## src/hw/rtl/vcvp_pkg.sv

```systemverilog
// Shared types and constants for the voxel cell vertex placement block.
// Holds the cube edge table, field widths and the stage-to-stage structs.
// No dependencies.
`timescale 1ns / 1ps

package vcvp_pkg;

  localparam int CORNERS   = 8;
  localparam int EDGES     = 12;
  localparam int AXES      = 3;
  localparam int DENS_W    = 8;
  localparam int CROSS_W   = 8;   // crossing coordinate in 1/254 cell
  localparam int SUM_W     = 12;  // up to twelve crossings of 254
  localparam int COUNT_W   = 4;
  localparam int DEN_W     = 12;  // 254 * count
  localparam int COORD_W   = 17;  // output coordinate field
  localparam int DIV_STEPS = 4;   // quotient bits per divider stage

  localparam logic [CROSS_W-1:0] UNIT = 8'd254;

  typedef logic [DENS_W-1:0]  dens_t;
  typedef logic [CROSS_W-1:0] cross_t;
  typedef logic [SUM_W-1:0]   sum_t;
  typedef logic [COUNT_W-1:0] count_t;
  typedef logic [COORD_W-1:0] coord_t;

  // Corner pairs joined by one cube edge
  localparam logic [2:0] EDGE_LO [EDGES] = '{
    3'd0, 3'd0, 3'd0, 3'd1, 3'd1, 3'd2, 3'd2, 3'd3, 3'd4, 3'd4, 3'd5, 3'd6
  };
  localparam logic [2:0] EDGE_HI [EDGES] = '{
    3'd1, 3'd2, 3'd4, 3'd3, 3'd5, 3'd3, 3'd6, 3'd7, 3'd5, 3'd6, 3'd7, 3'd7
  };

  // Corner index bit for output axis x, y, z
  localparam int AXIS_BIT [AXES] = '{0, 2, 1};

  // Per-edge crossings after the edge stage
  typedef struct packed {
    logic                                  valid;
    logic [EDGES-1:0]                      hit;
    logic [EDGES-1:0][AXES-1:0][CROSS_W-1:0] coord;
  } edge_word_t;

  // Coordinate sums and crossing count after the accumulate stage
  typedef struct packed {
    logic                      valid;
    count_t                    count;
    logic [AXES-1:0][SUM_W-1:0] sum;
  } accum_word_t;

  // Rounded mean coordinates out of the divider
  typedef struct packed {
    logic                        valid;
    count_t                      count;
    logic [AXES-1:0][COORD_W-1:0] vert;
  } result_word_t;

endpackage

```

## src/hw/rtl/vcvp_edge.sv

```systemverilog
// Edge stage: finds solid-to-empty cube edges and their crossing points.
// Depends on vcvp_pkg for the edge table and edge_word_t.
`timescale 1ns / 1ps

module vcvp_edge (
  input  logic                                       clk,
  input  logic                                       rst,
  input  logic                                       in_valid,
  input  vcvp_pkg::dens_t [vcvp_pkg::CORNERS-1:0]    dens,
  output vcvp_pkg::edge_word_t                       edge_q
);
  import vcvp_pkg::*;

  logic [EDGES-1:0]                        hit;
  logic [EDGES-1:0][AXES-1:0][CROSS_W-1:0] coord;

  // Classify each edge and place its crossing along the three axes
  for (genvar e = 0; e < EDGES; e++) begin : g_edge
    logic       lo_solid;
    logic       hi_solid;
    logic [2:0] solid_c;
    logic [2:0] empty_c;
    dens_t      solid_d;

    assign lo_solid = |dens[EDGE_LO[e]];
    assign hi_solid = |dens[EDGE_HI[e]];
    assign hit[e]   = lo_solid ^ hi_solid;
    assign solid_c  = lo_solid ? EDGE_LO[e] : EDGE_HI[e];
    assign empty_c  = lo_solid ? EDGE_HI[e] : EDGE_LO[e];
    assign solid_d  = lo_solid ? dens[EDGE_LO[e]] : dens[EDGE_HI[e]];

    for (genvar a = 0; a < AXES; a++) begin : g_axis
      logic ps;
      logic pe;
      assign ps = solid_c[AXIS_BIT[a]];
      assign pe = empty_c[AXIS_BIT[a]];
      always_comb begin
        if (!hit[e]) begin
          coord[e][a] = '0;
        end else if (ps == pe) begin
          coord[e][a] = ps ? UNIT : '0;
        end else if (ps) begin
          coord[e][a] = 8'd255 - solid_d;
        end else begin
          coord[e][a] = solid_d - 8'd1;
        end
      end
    end
  end

  // Register the word; only the valid bit is reset
  always_ff @(posedge clk) begin
    if (rst) begin
      edge_q.valid <= 1'b0;
    end else begin
      edge_q.valid <= in_valid;
    end
    edge_q.hit   <= hit;
    edge_q.coord <= coord;
  end

endmodule

```

## src/hw/rtl/vcvp_accum.sv

```systemverilog
// Accumulate stage: sums crossing coordinates per axis and counts crossings.
// Depends on vcvp_pkg for edge_word_t and accum_word_t.
`timescale 1ns / 1ps

module vcvp_accum (
  input  logic                    clk,
  input  logic                    rst,
  input  vcvp_pkg::edge_word_t    edge_d,
  output vcvp_pkg::accum_word_t   accum_q
);
  import vcvp_pkg::*;

  logic [5:0][AXES-1:0][8:0]  pair_sum;
  logic [2:0][AXES-1:0][9:0]  quad_sum;
  logic [AXES-1:0][SUM_W-1:0] total;
  count_t                     count;

  // Adder tree: pairs, quads, then the three quads
  always_comb begin
    for (int a = 0; a < AXES; a++) begin
      for (int p = 0; p < 6; p++) begin
        pair_sum[p][a] = {1'b0, edge_d.coord[2*p][a]} + {1'b0, edge_d.coord[2*p+1][a]};
      end
      for (int q = 0; q < 3; q++) begin
        quad_sum[q][a] = {1'b0, pair_sum[2*q][a]} + {1'b0, pair_sum[2*q+1][a]};
      end
      total[a] = {2'b0, quad_sum[0][a]} + {2'b0, quad_sum[1][a]} + {2'b0, quad_sum[2][a]};
    end
  end

  assign count = COUNT_W'($countones(edge_d.hit));

  // Register the word; only the valid bit is reset
  always_ff @(posedge clk) begin
    if (rst) begin
      accum_q.valid <= 1'b0;
    end else begin
      accum_q.valid <= edge_d.valid;
    end
    accum_q.count <= count;
    accum_q.sum   <= total;
  end

endmodule

```

## src/hw/rtl/vcvp_div.sv

```systemverilog
// Pipelined restoring divider: mean coordinate = (S*2^F + 127n) / (254n).
// Three lanes share the divisor; DIV_STEPS quotient bits per stage.
// Depends on vcvp_pkg for accum_word_t and result_word_t.
`timescale 1ns / 1ps

module vcvp_div #(
  parameter int FRAC_BITS = 16
) (
  input  logic                     clk,
  input  logic                     rst,
  input  vcvp_pkg::accum_word_t    accum_d,
  output vcvp_pkg::result_word_t   result
);
  import vcvp_pkg::*;

  localparam int QW     = FRAC_BITS + 1;
  localparam int GROUPS = (QW + DIV_STEPS - 1) / DIV_STEPS;
  localparam int NW     = SUM_W + FRAC_BITS;
  localparam int REM_W  = DEN_W + 1;

  typedef logic [REM_W-1:0] rem_t;
  typedef logic [QW-1:0]    quo_t;
  typedef logic [DEN_W-1:0] den_t;

  logic [GROUPS:0] valid_q;
  rem_t            rem_q   [GROUPS+1][AXES];
  quo_t            work_q  [GROUPS+1][AXES];
  den_t            den_q   [GROUPS+1];
  count_t          count_q [GROUPS+1];

  den_t            den_c;
  logic [10:0]     bias_c;
  logic [NW-1:0]   num_c [AXES];

  // Form divisor 254n, rounding bias 127n and the scaled numerators
  always_comb begin
    den_c  = {accum_d.count, 8'b0} - {7'b0, accum_d.count, 1'b0};
    bias_c = {accum_d.count, 7'b0} - {7'b0, accum_d.count};
    for (int a = 0; a < AXES; a++) begin
      num_c[a] = {accum_d.sum[a], {FRAC_BITS{1'b0}}} + NW'(bias_c);
    end
  end

  // Prepare stage: top numerator bits seed the remainder
  always_ff @(posedge clk) begin
    if (rst) begin
      valid_q[0] <= 1'b0;
    end else begin
      valid_q[0] <= accum_d.valid;
    end
    den_q[0]   <= den_c;
    count_q[0] <= accum_d.count;
    for (int a = 0; a < AXES; a++) begin
      rem_q[0][a]  <= REM_W'(num_c[a][NW-1:QW]);
      work_q[0][a] <= num_c[a][QW-1:0];
    end
  end

  // Quotient stages: shift in a dividend bit, subtract when it fits
  for (genvar g = 0; g < GROUPS; g++) begin : g_stage
    rem_t r_c [AXES];
    quo_t w_c [AXES];

    always_comb begin
      for (int a = 0; a < AXES; a++) begin
        r_c[a] = rem_q[g][a];
        w_c[a] = work_q[g][a];
        for (int s = 0; s < DIV_STEPS; s++) begin
          if (g * DIV_STEPS + s < QW) begin
            r_c[a] = {r_c[a][REM_W-2:0], w_c[a][QW-1]};
            w_c[a] = {w_c[a][QW-2:0], 1'b0};
            if (r_c[a] >= {1'b0, den_q[g]}) begin
              r_c[a]    = r_c[a] - {1'b0, den_q[g]};
              w_c[a][0] = 1'b1;
            end
          end
        end
      end
    end

    always_ff @(posedge clk) begin
      if (rst) begin
        valid_q[g+1] <= 1'b0;
      end else begin
        valid_q[g+1] <= valid_q[g];
      end
      den_q[g+1]   <= den_q[g];
      count_q[g+1] <= count_q[g];
      rem_q[g+1]   <= r_c;
      work_q[g+1]  <= w_c;
    end
  end

  // Fit the quotient to the output field; no crossings gives the origin
  assign result.valid = valid_q[GROUPS];
  assign result.count = count_q[GROUPS];
  for (genvar a = 0; a < AXES; a++) begin : g_fit
    coord_t fit;
    if (QW >= COORD_W) begin : g_trunc
      assign fit = work_q[GROUPS][a][COORD_W-1:0];
    end else begin : g_ext
      assign fit = COORD_W'(work_q[GROUPS][a]);
    end
    assign result.vert[a] = (count_q[GROUPS] == '0) ? '0 : fit;
  end

endmodule

```

## src/hw/rtl/voxel_cell_vertex_placement.sv

```systemverilog
// Top level of the voxel cell vertex placement block.
// Chains vcvp_edge, vcvp_accum and vcvp_div and registers the result word.
// Depends on vcvp_pkg.
//
//   Port group       Direction  Handshake        Contents
//   corner_*_density in         start / busy     eight corner densities
//   vertex_*, count  out        done (strobe)    mean vertex and crossing count
//
// One cell is taken every cycle; busy is high only during reset.
// Each word passes the edge, accumulate and divider set-up registers, then one
// divider stage per four quotient bits, and the output register.
// The divider pipeline sets the latency; each stage resolves four quotient bits.
// Reset (rst, synchronous) clears all valid bits; words in flight are dropped.
// The receiver cannot stall: done is a one-cycle strobe.
`timescale 1ns / 1ps

module voxel_cell_vertex_placement #(
  parameter int FRACTION_BITS = 16
) (
  input  logic                         clk,
  input  logic                         rst,
  input  logic                         start,
  output logic                         busy,
  input  logic [vcvp_pkg::DENS_W-1:0]  corner_zero_density,
  input  logic [vcvp_pkg::DENS_W-1:0]  corner_one_density,
  input  logic [vcvp_pkg::DENS_W-1:0]  corner_two_density,
  input  logic [vcvp_pkg::DENS_W-1:0]  corner_three_density,
  input  logic [vcvp_pkg::DENS_W-1:0]  corner_four_density,
  input  logic [vcvp_pkg::DENS_W-1:0]  corner_five_density,
  input  logic [vcvp_pkg::DENS_W-1:0]  corner_six_density,
  input  logic [vcvp_pkg::DENS_W-1:0]  corner_seven_density,
  output logic                         done,
  output logic [vcvp_pkg::COORD_W-1:0] vertex_x,
  output logic [vcvp_pkg::COORD_W-1:0] vertex_y,
  output logic [vcvp_pkg::COORD_W-1:0] vertex_z,
  output logic [vcvp_pkg::COUNT_W-1:0] crossing_count
);
  import vcvp_pkg::*;

  localparam int LATENCY = 4 + (FRACTION_BITS + DIV_STEPS) / DIV_STEPS;

  logic                     in_valid;
  dens_t [CORNERS-1:0]      dens;
  edge_word_t               edge_w;
  accum_word_t              accum_w;
  result_word_t             result_w;

  // Accept a word whenever not in reset
  assign busy     = rst;
  assign in_valid = start & ~busy;
  assign dens     = {corner_seven_density, corner_six_density, corner_five_density,
                     corner_four_density, corner_three_density, corner_two_density,
                     corner_one_density, corner_zero_density};

  vcvp_edge u_edge (
    .clk      (clk),
    .rst      (rst),
    .in_valid (in_valid),
    .dens     (dens),
    .edge_q   (edge_w)
  );

  vcvp_accum u_accum (
    .clk     (clk),
    .rst     (rst),
    .edge_d  (edge_w),
    .accum_q (accum_w)
  );

  vcvp_div #(
    .FRAC_BITS (FRACTION_BITS)
  ) u_div (
    .clk     (clk),
    .rst     (rst),
    .accum_d (accum_w),
    .result  (result_w)
  );

  // Output register: strobe for one cycle per word
  always_ff @(posedge clk) begin
    if (rst) begin
      done <= 1'b0;
    end else begin
      done <= result_w.valid;
    end
    vertex_x       <= result_w.vert[0];
    vertex_y       <= result_w.vert[1];
    vertex_z       <= result_w.vert[2];
    crossing_count <= result_w.count;
  end

  // The crossing count never exceeds EDGES, the edge total of a cube
  a_count_range: assert property (@(posedge clk) disable iff (rst)
    done |-> (crossing_count <= COUNT_W'(EDGES)))
    else $error("crossing count above edge total");

  // No crossings places the vertex at the origin
  a_empty_origin: assert property (@(posedge clk) disable iff (rst)
    (done && crossing_count == '0) |->
      (vertex_x == '0 && vertex_y == '0 && vertex_z == '0))
    else $error("empty cell gave a non-zero vertex");

  // Every result strobe matches an accepted input word, delayed by the full pipeline depth
  a_latency: assert property (@(posedge clk) disable iff (rst)
    done |-> $past(start && !busy, LATENCY))
    else $error("result strobe without matching input word");

endmodule

```

## config.mk

```make
export PLATFORM = sky130hd
export DESIGN_NAME = voxel_cell_vertex_placement
export DESIGN_NICKNAME = d
export VERILOG_FILES = /design/src/hw/rtl/vcvp_pkg.sv /design/src/hw/rtl/vcvp_edge.sv /design/src/hw/rtl/vcvp_accum.sv /design/src/hw/rtl/vcvp_div.sv /design/src/hw/rtl/voxel_cell_vertex_placement.sv
export SDC_FILE = /design/constraint.sdc
export NUM_CORES = 2
export LEC_CHECK = 0
export BUFFER_PORTS_ARGS = -buffer_cell sky130_fd_sc_hd__buf_4
export CAP_MARGIN = 20
export CORE_ASPECT_RATIO = 1.75
export CORE_MARGIN = 2
export CORE_UTILIZATION = 40
export DETAILED_ROUTE_END_ITERATION = 8
export HOLD_SLACK_MARGIN = 0.12
export PLACE_DENSITY_LB_ADDON = 0.15
export SLEW_MARGIN = 20
export SYNTH_ARGS = -nofsm -noshare
export SYNTH_HDL_FRONTEND = slang
export SYNTH_HIERARCHICAL = 1
export SYNTH_SLANG_ARGS = --single-unit
```

## constraint.sdc

```tcl
create_clock -name clk -period 20.2 [get_ports clk]
set_input_delay 4.04 -clock clk [delete_from_list [all_inputs] [get_ports clk]]
set_output_delay 4.04 -clock clk [all_outputs]
set_load 0.01 [all_outputs]
```

==> metrics.txt <==
result of the run=finished, final reports clean; critical path arrival=12,740 ps; element type at the critical path start=flop; most numerous cell in the Yosys netlist=sky130_fd_sc_hd__dfxtp_1; Total GRT Usage=24.5%; endpoint class of the critical path=flop; largest stage delay on the critical path=820 ps; H-tree levels=3; post-detailed-route DRC marker count=0; number of top-level pins=124; # Max-Cap Violations=0; Vias/cell=5.55; initial DRC count=1,811; top cells by area, synth=sky130_fd_sc_hd__dfxtp_1 24%, sky130_fd_sc_hd__ha_1 14%, sky130_fd_sc_hd__fa_1 10%; routability cong.=1.01; CTS hold repair buffers=0; CP max-delay cell=sky130_fd_sc_hd__a311oi_1; worst reg2reg path endpoint=u_div/rem_q[3][2]; wire length after detailed routing=168,000 um; family with the most delay on the worst path=compound AO/OA/AOI/OAI gates; ratio of final minimum period to clock period=60.3%; TritonCTS clock tree=yes; Cells after Synth=6,010; finished layout cell area=58,000 um^2; area share of the largest cell type after synthesis=23.5%; global-route wire length before repair=254,000 um; Cell Area, Placed=55,600 um^2; starting density of the core=40.3%; HPWL after detailed placement=141,000 um; commonest cells in the netlist=629 x sky130_fd_sc_hd__dfxtp_1, 615 x sky130_fd_sc_hd__ha_1, 499 x sky130_fd_sc_hd__inv_1, 422 x sky130_fd_sc_hd__a21oi_1, 391 x sky130_fd_sc_hd__nor2_1; library cell used as clock root buffer=sky130_fd_sc_hd__clkbuf_16; max_slew headroom=19.0%; minimum period implied by the final worst setup slack=12,190 ps; die boundary width=281 um; count of final hold-check violations=0; Synth Cell Area=53,600 um^2; utilization of the core after routing=43.7%; Num CTS Buffers=69; top achievable clock speed=82.0 MHz; Critical Path Start=u_div/count_q[2][0]; number of flops mapped to enable cells by yosys=0; wire per inst=21.5 um; number of cells on the worst reg-to-reg path=40; total gr overflow=0; reg-to-reg slack, setup=8010 ps; initial antenna violation count=9; CTS Buffer Depth=3; Final Max Tran Viols=0; pin count of the biggest net entering global routing=39; worst reg2reg path startpoint=u_div/count_q[2][0]; worst min-delay path category=reg -> reg; Worst Setup Path Type=reg -> reg; # setup viols final=0; sequential area share after synthesis=23.5%; setup skew after layout=40.0 ps; RSZ-0062 raised after global routing=false; worst-margin pin slew=1200 ps; Layout area overhead=8.34%; accumulated negative setup slack=0 ps; via count of the first global-routing pass=45,500; Post-DRT Antenna Nets=0; highest fanout seen on the critical path=19; proportion of register bits with asynchronous set or reset after synthesis=0%; Avg Inst Size Synth=8.91 um^2; required arrival time at the worst endpoint=20,750 ps; synth warn=6; number of input and output port buffers inserted=123; share of post-route cells with drive strength above 1=9.93%; vias after detailed routing=43,500; core outline area=133,000 um^2; CP bufs+invs=4; most instantiated flip-flop cell in the synthesis netlist=sky130_fd_sc_hd__dfxtp_1; flip-flop and latch count after synthesis=629; number of stages on the worst setup path=40; y dimension of the die=488 um; Die Outline Area=137,000 um^2; NumNets Final=7,028; first drt pass iteration count=5; area leader, netlist=sky130_fd_sc_hd__dfxtp_1; number of distinct standard cells referenced by the synthesized netlist=115; setup bufs post-CTS=0; clock tree sinks=629; Skew-Pair Late Insertion Delay=710 ps; final-layout worst hold slack=320 ps; number of placement rows=177; post-CTS resize count=0; Worst-path clk slew=60 ps; termination of the worst setup path=u_div/rem_q[3][2]
[per-layer routing]
metal	global-route usage, %	part of all wire (%)	up-vias
met4	26.5	13	2
li1	-	-	21200
met1	19.2	30	20600
met2	48.7	55	1078
met5	0	0.0077	-
met3	2.89	3.0	609
[layout by cell type (no fill, tap or decap), drive strengths merged, types with 20 or more instances in the layout]
master  instances
a221o          22
or3            40
and2           31
o21ai         309
or2            28
and3           38
a221oi         20
mux2          167
nor3          146
nand2         339
o221ai         24
a31oi          34
o21a           72
clkbuf         82
xor2          147
fa            270
a21boi         26
nand4          57
a21o          178
o21bai         37
o31ai          42
mux2i          89
xnor2         243
nand3         102
a211oi         47
nand2b         77
nor2b         154
conb          108
inv           517
o22ai          56
a21oi         425
buf           200
ha            615
nor2          392
nor4           39
dfxtp         629
[flip-flops by register name (all words and copies together) (netlist names)]
name / cells
u_div/work_q: 187
u_div/rem_q: 168
u_edge/edge_q: 118
u_accum/accum_q: 41
u_div/den_q: 29
u_div/count_q: 24
vertex_x: 17
vertex_y: 17
vertex_z: 17
u_div/valid_q: 5
crossing_count: 4
done: 1
u_div/result: 1
[metrics by stage]
| stage | setup WS (ps) | cells |
|---|---|---|
| after floorplan | 9340 | 6117 |
| after global placement | 8080 | 7705 |
| after detailed placement | 8120 | 7705 |
| after CTS | 8040 | 7830 |
| after global routing | 7000 | 7835 |
| final | 8010 | 7837 |
[logic make-up after synthesis]
logic type                 count (synthesis)  synth area share [%]
other                                      1               0.00700
buffers and inverters                    818                  7.30
muxes                                    256                  5.20
adders and majority gates                885                  24.5
and+or+nand+nor                         1514                  14.1
xor gates and xnor gates                 390                  6.38
DFF                                      629                  23.5
AOI/OAI and AO/OA                       1517                  19.1
[worst min-delay path by stage]
stage                           to                start  cells past startpoint
6_report        u_div/rem_q[0][10]  u_accum/accum_q[35]                      0
3_3_place_gp    u_div/rem_q[0][10]  u_accum/accum_q[35]                      0
3_5_place_dp   u_div/count_q[1][3]  u_div/count_q[0][3]                      0
2_1_floorplan  u_div/count_q[1][1]  u_div/count_q[0][1]                      0
5_1_grt        u_div/work_q[4][23]  u_div/work_q[3][19]                      0
4_1_cts        u_div/work_q[5][49]  u_div/work_q[4][48]                      0
[area by class of cell]
| class | count | area [um^2] |
|---|---|---|
| tap | 1700 | 2130 |
| antenna | 7 | 17.5 |
| clock inverter | 43 | 537 |
| sequential | 629 | 12600 |
| clock buffer | 82 | 1870 |
| fill | 13300 | 74800 |
| multi-input combinational | 4670 | 37500 |
| inverter | 506 | 1900 |
| timing repair buffer | 200 | 1500 |
Power is not shown: default switching activity piles up to over one toggle a cycle in this logic, so the estimate is an artifact.
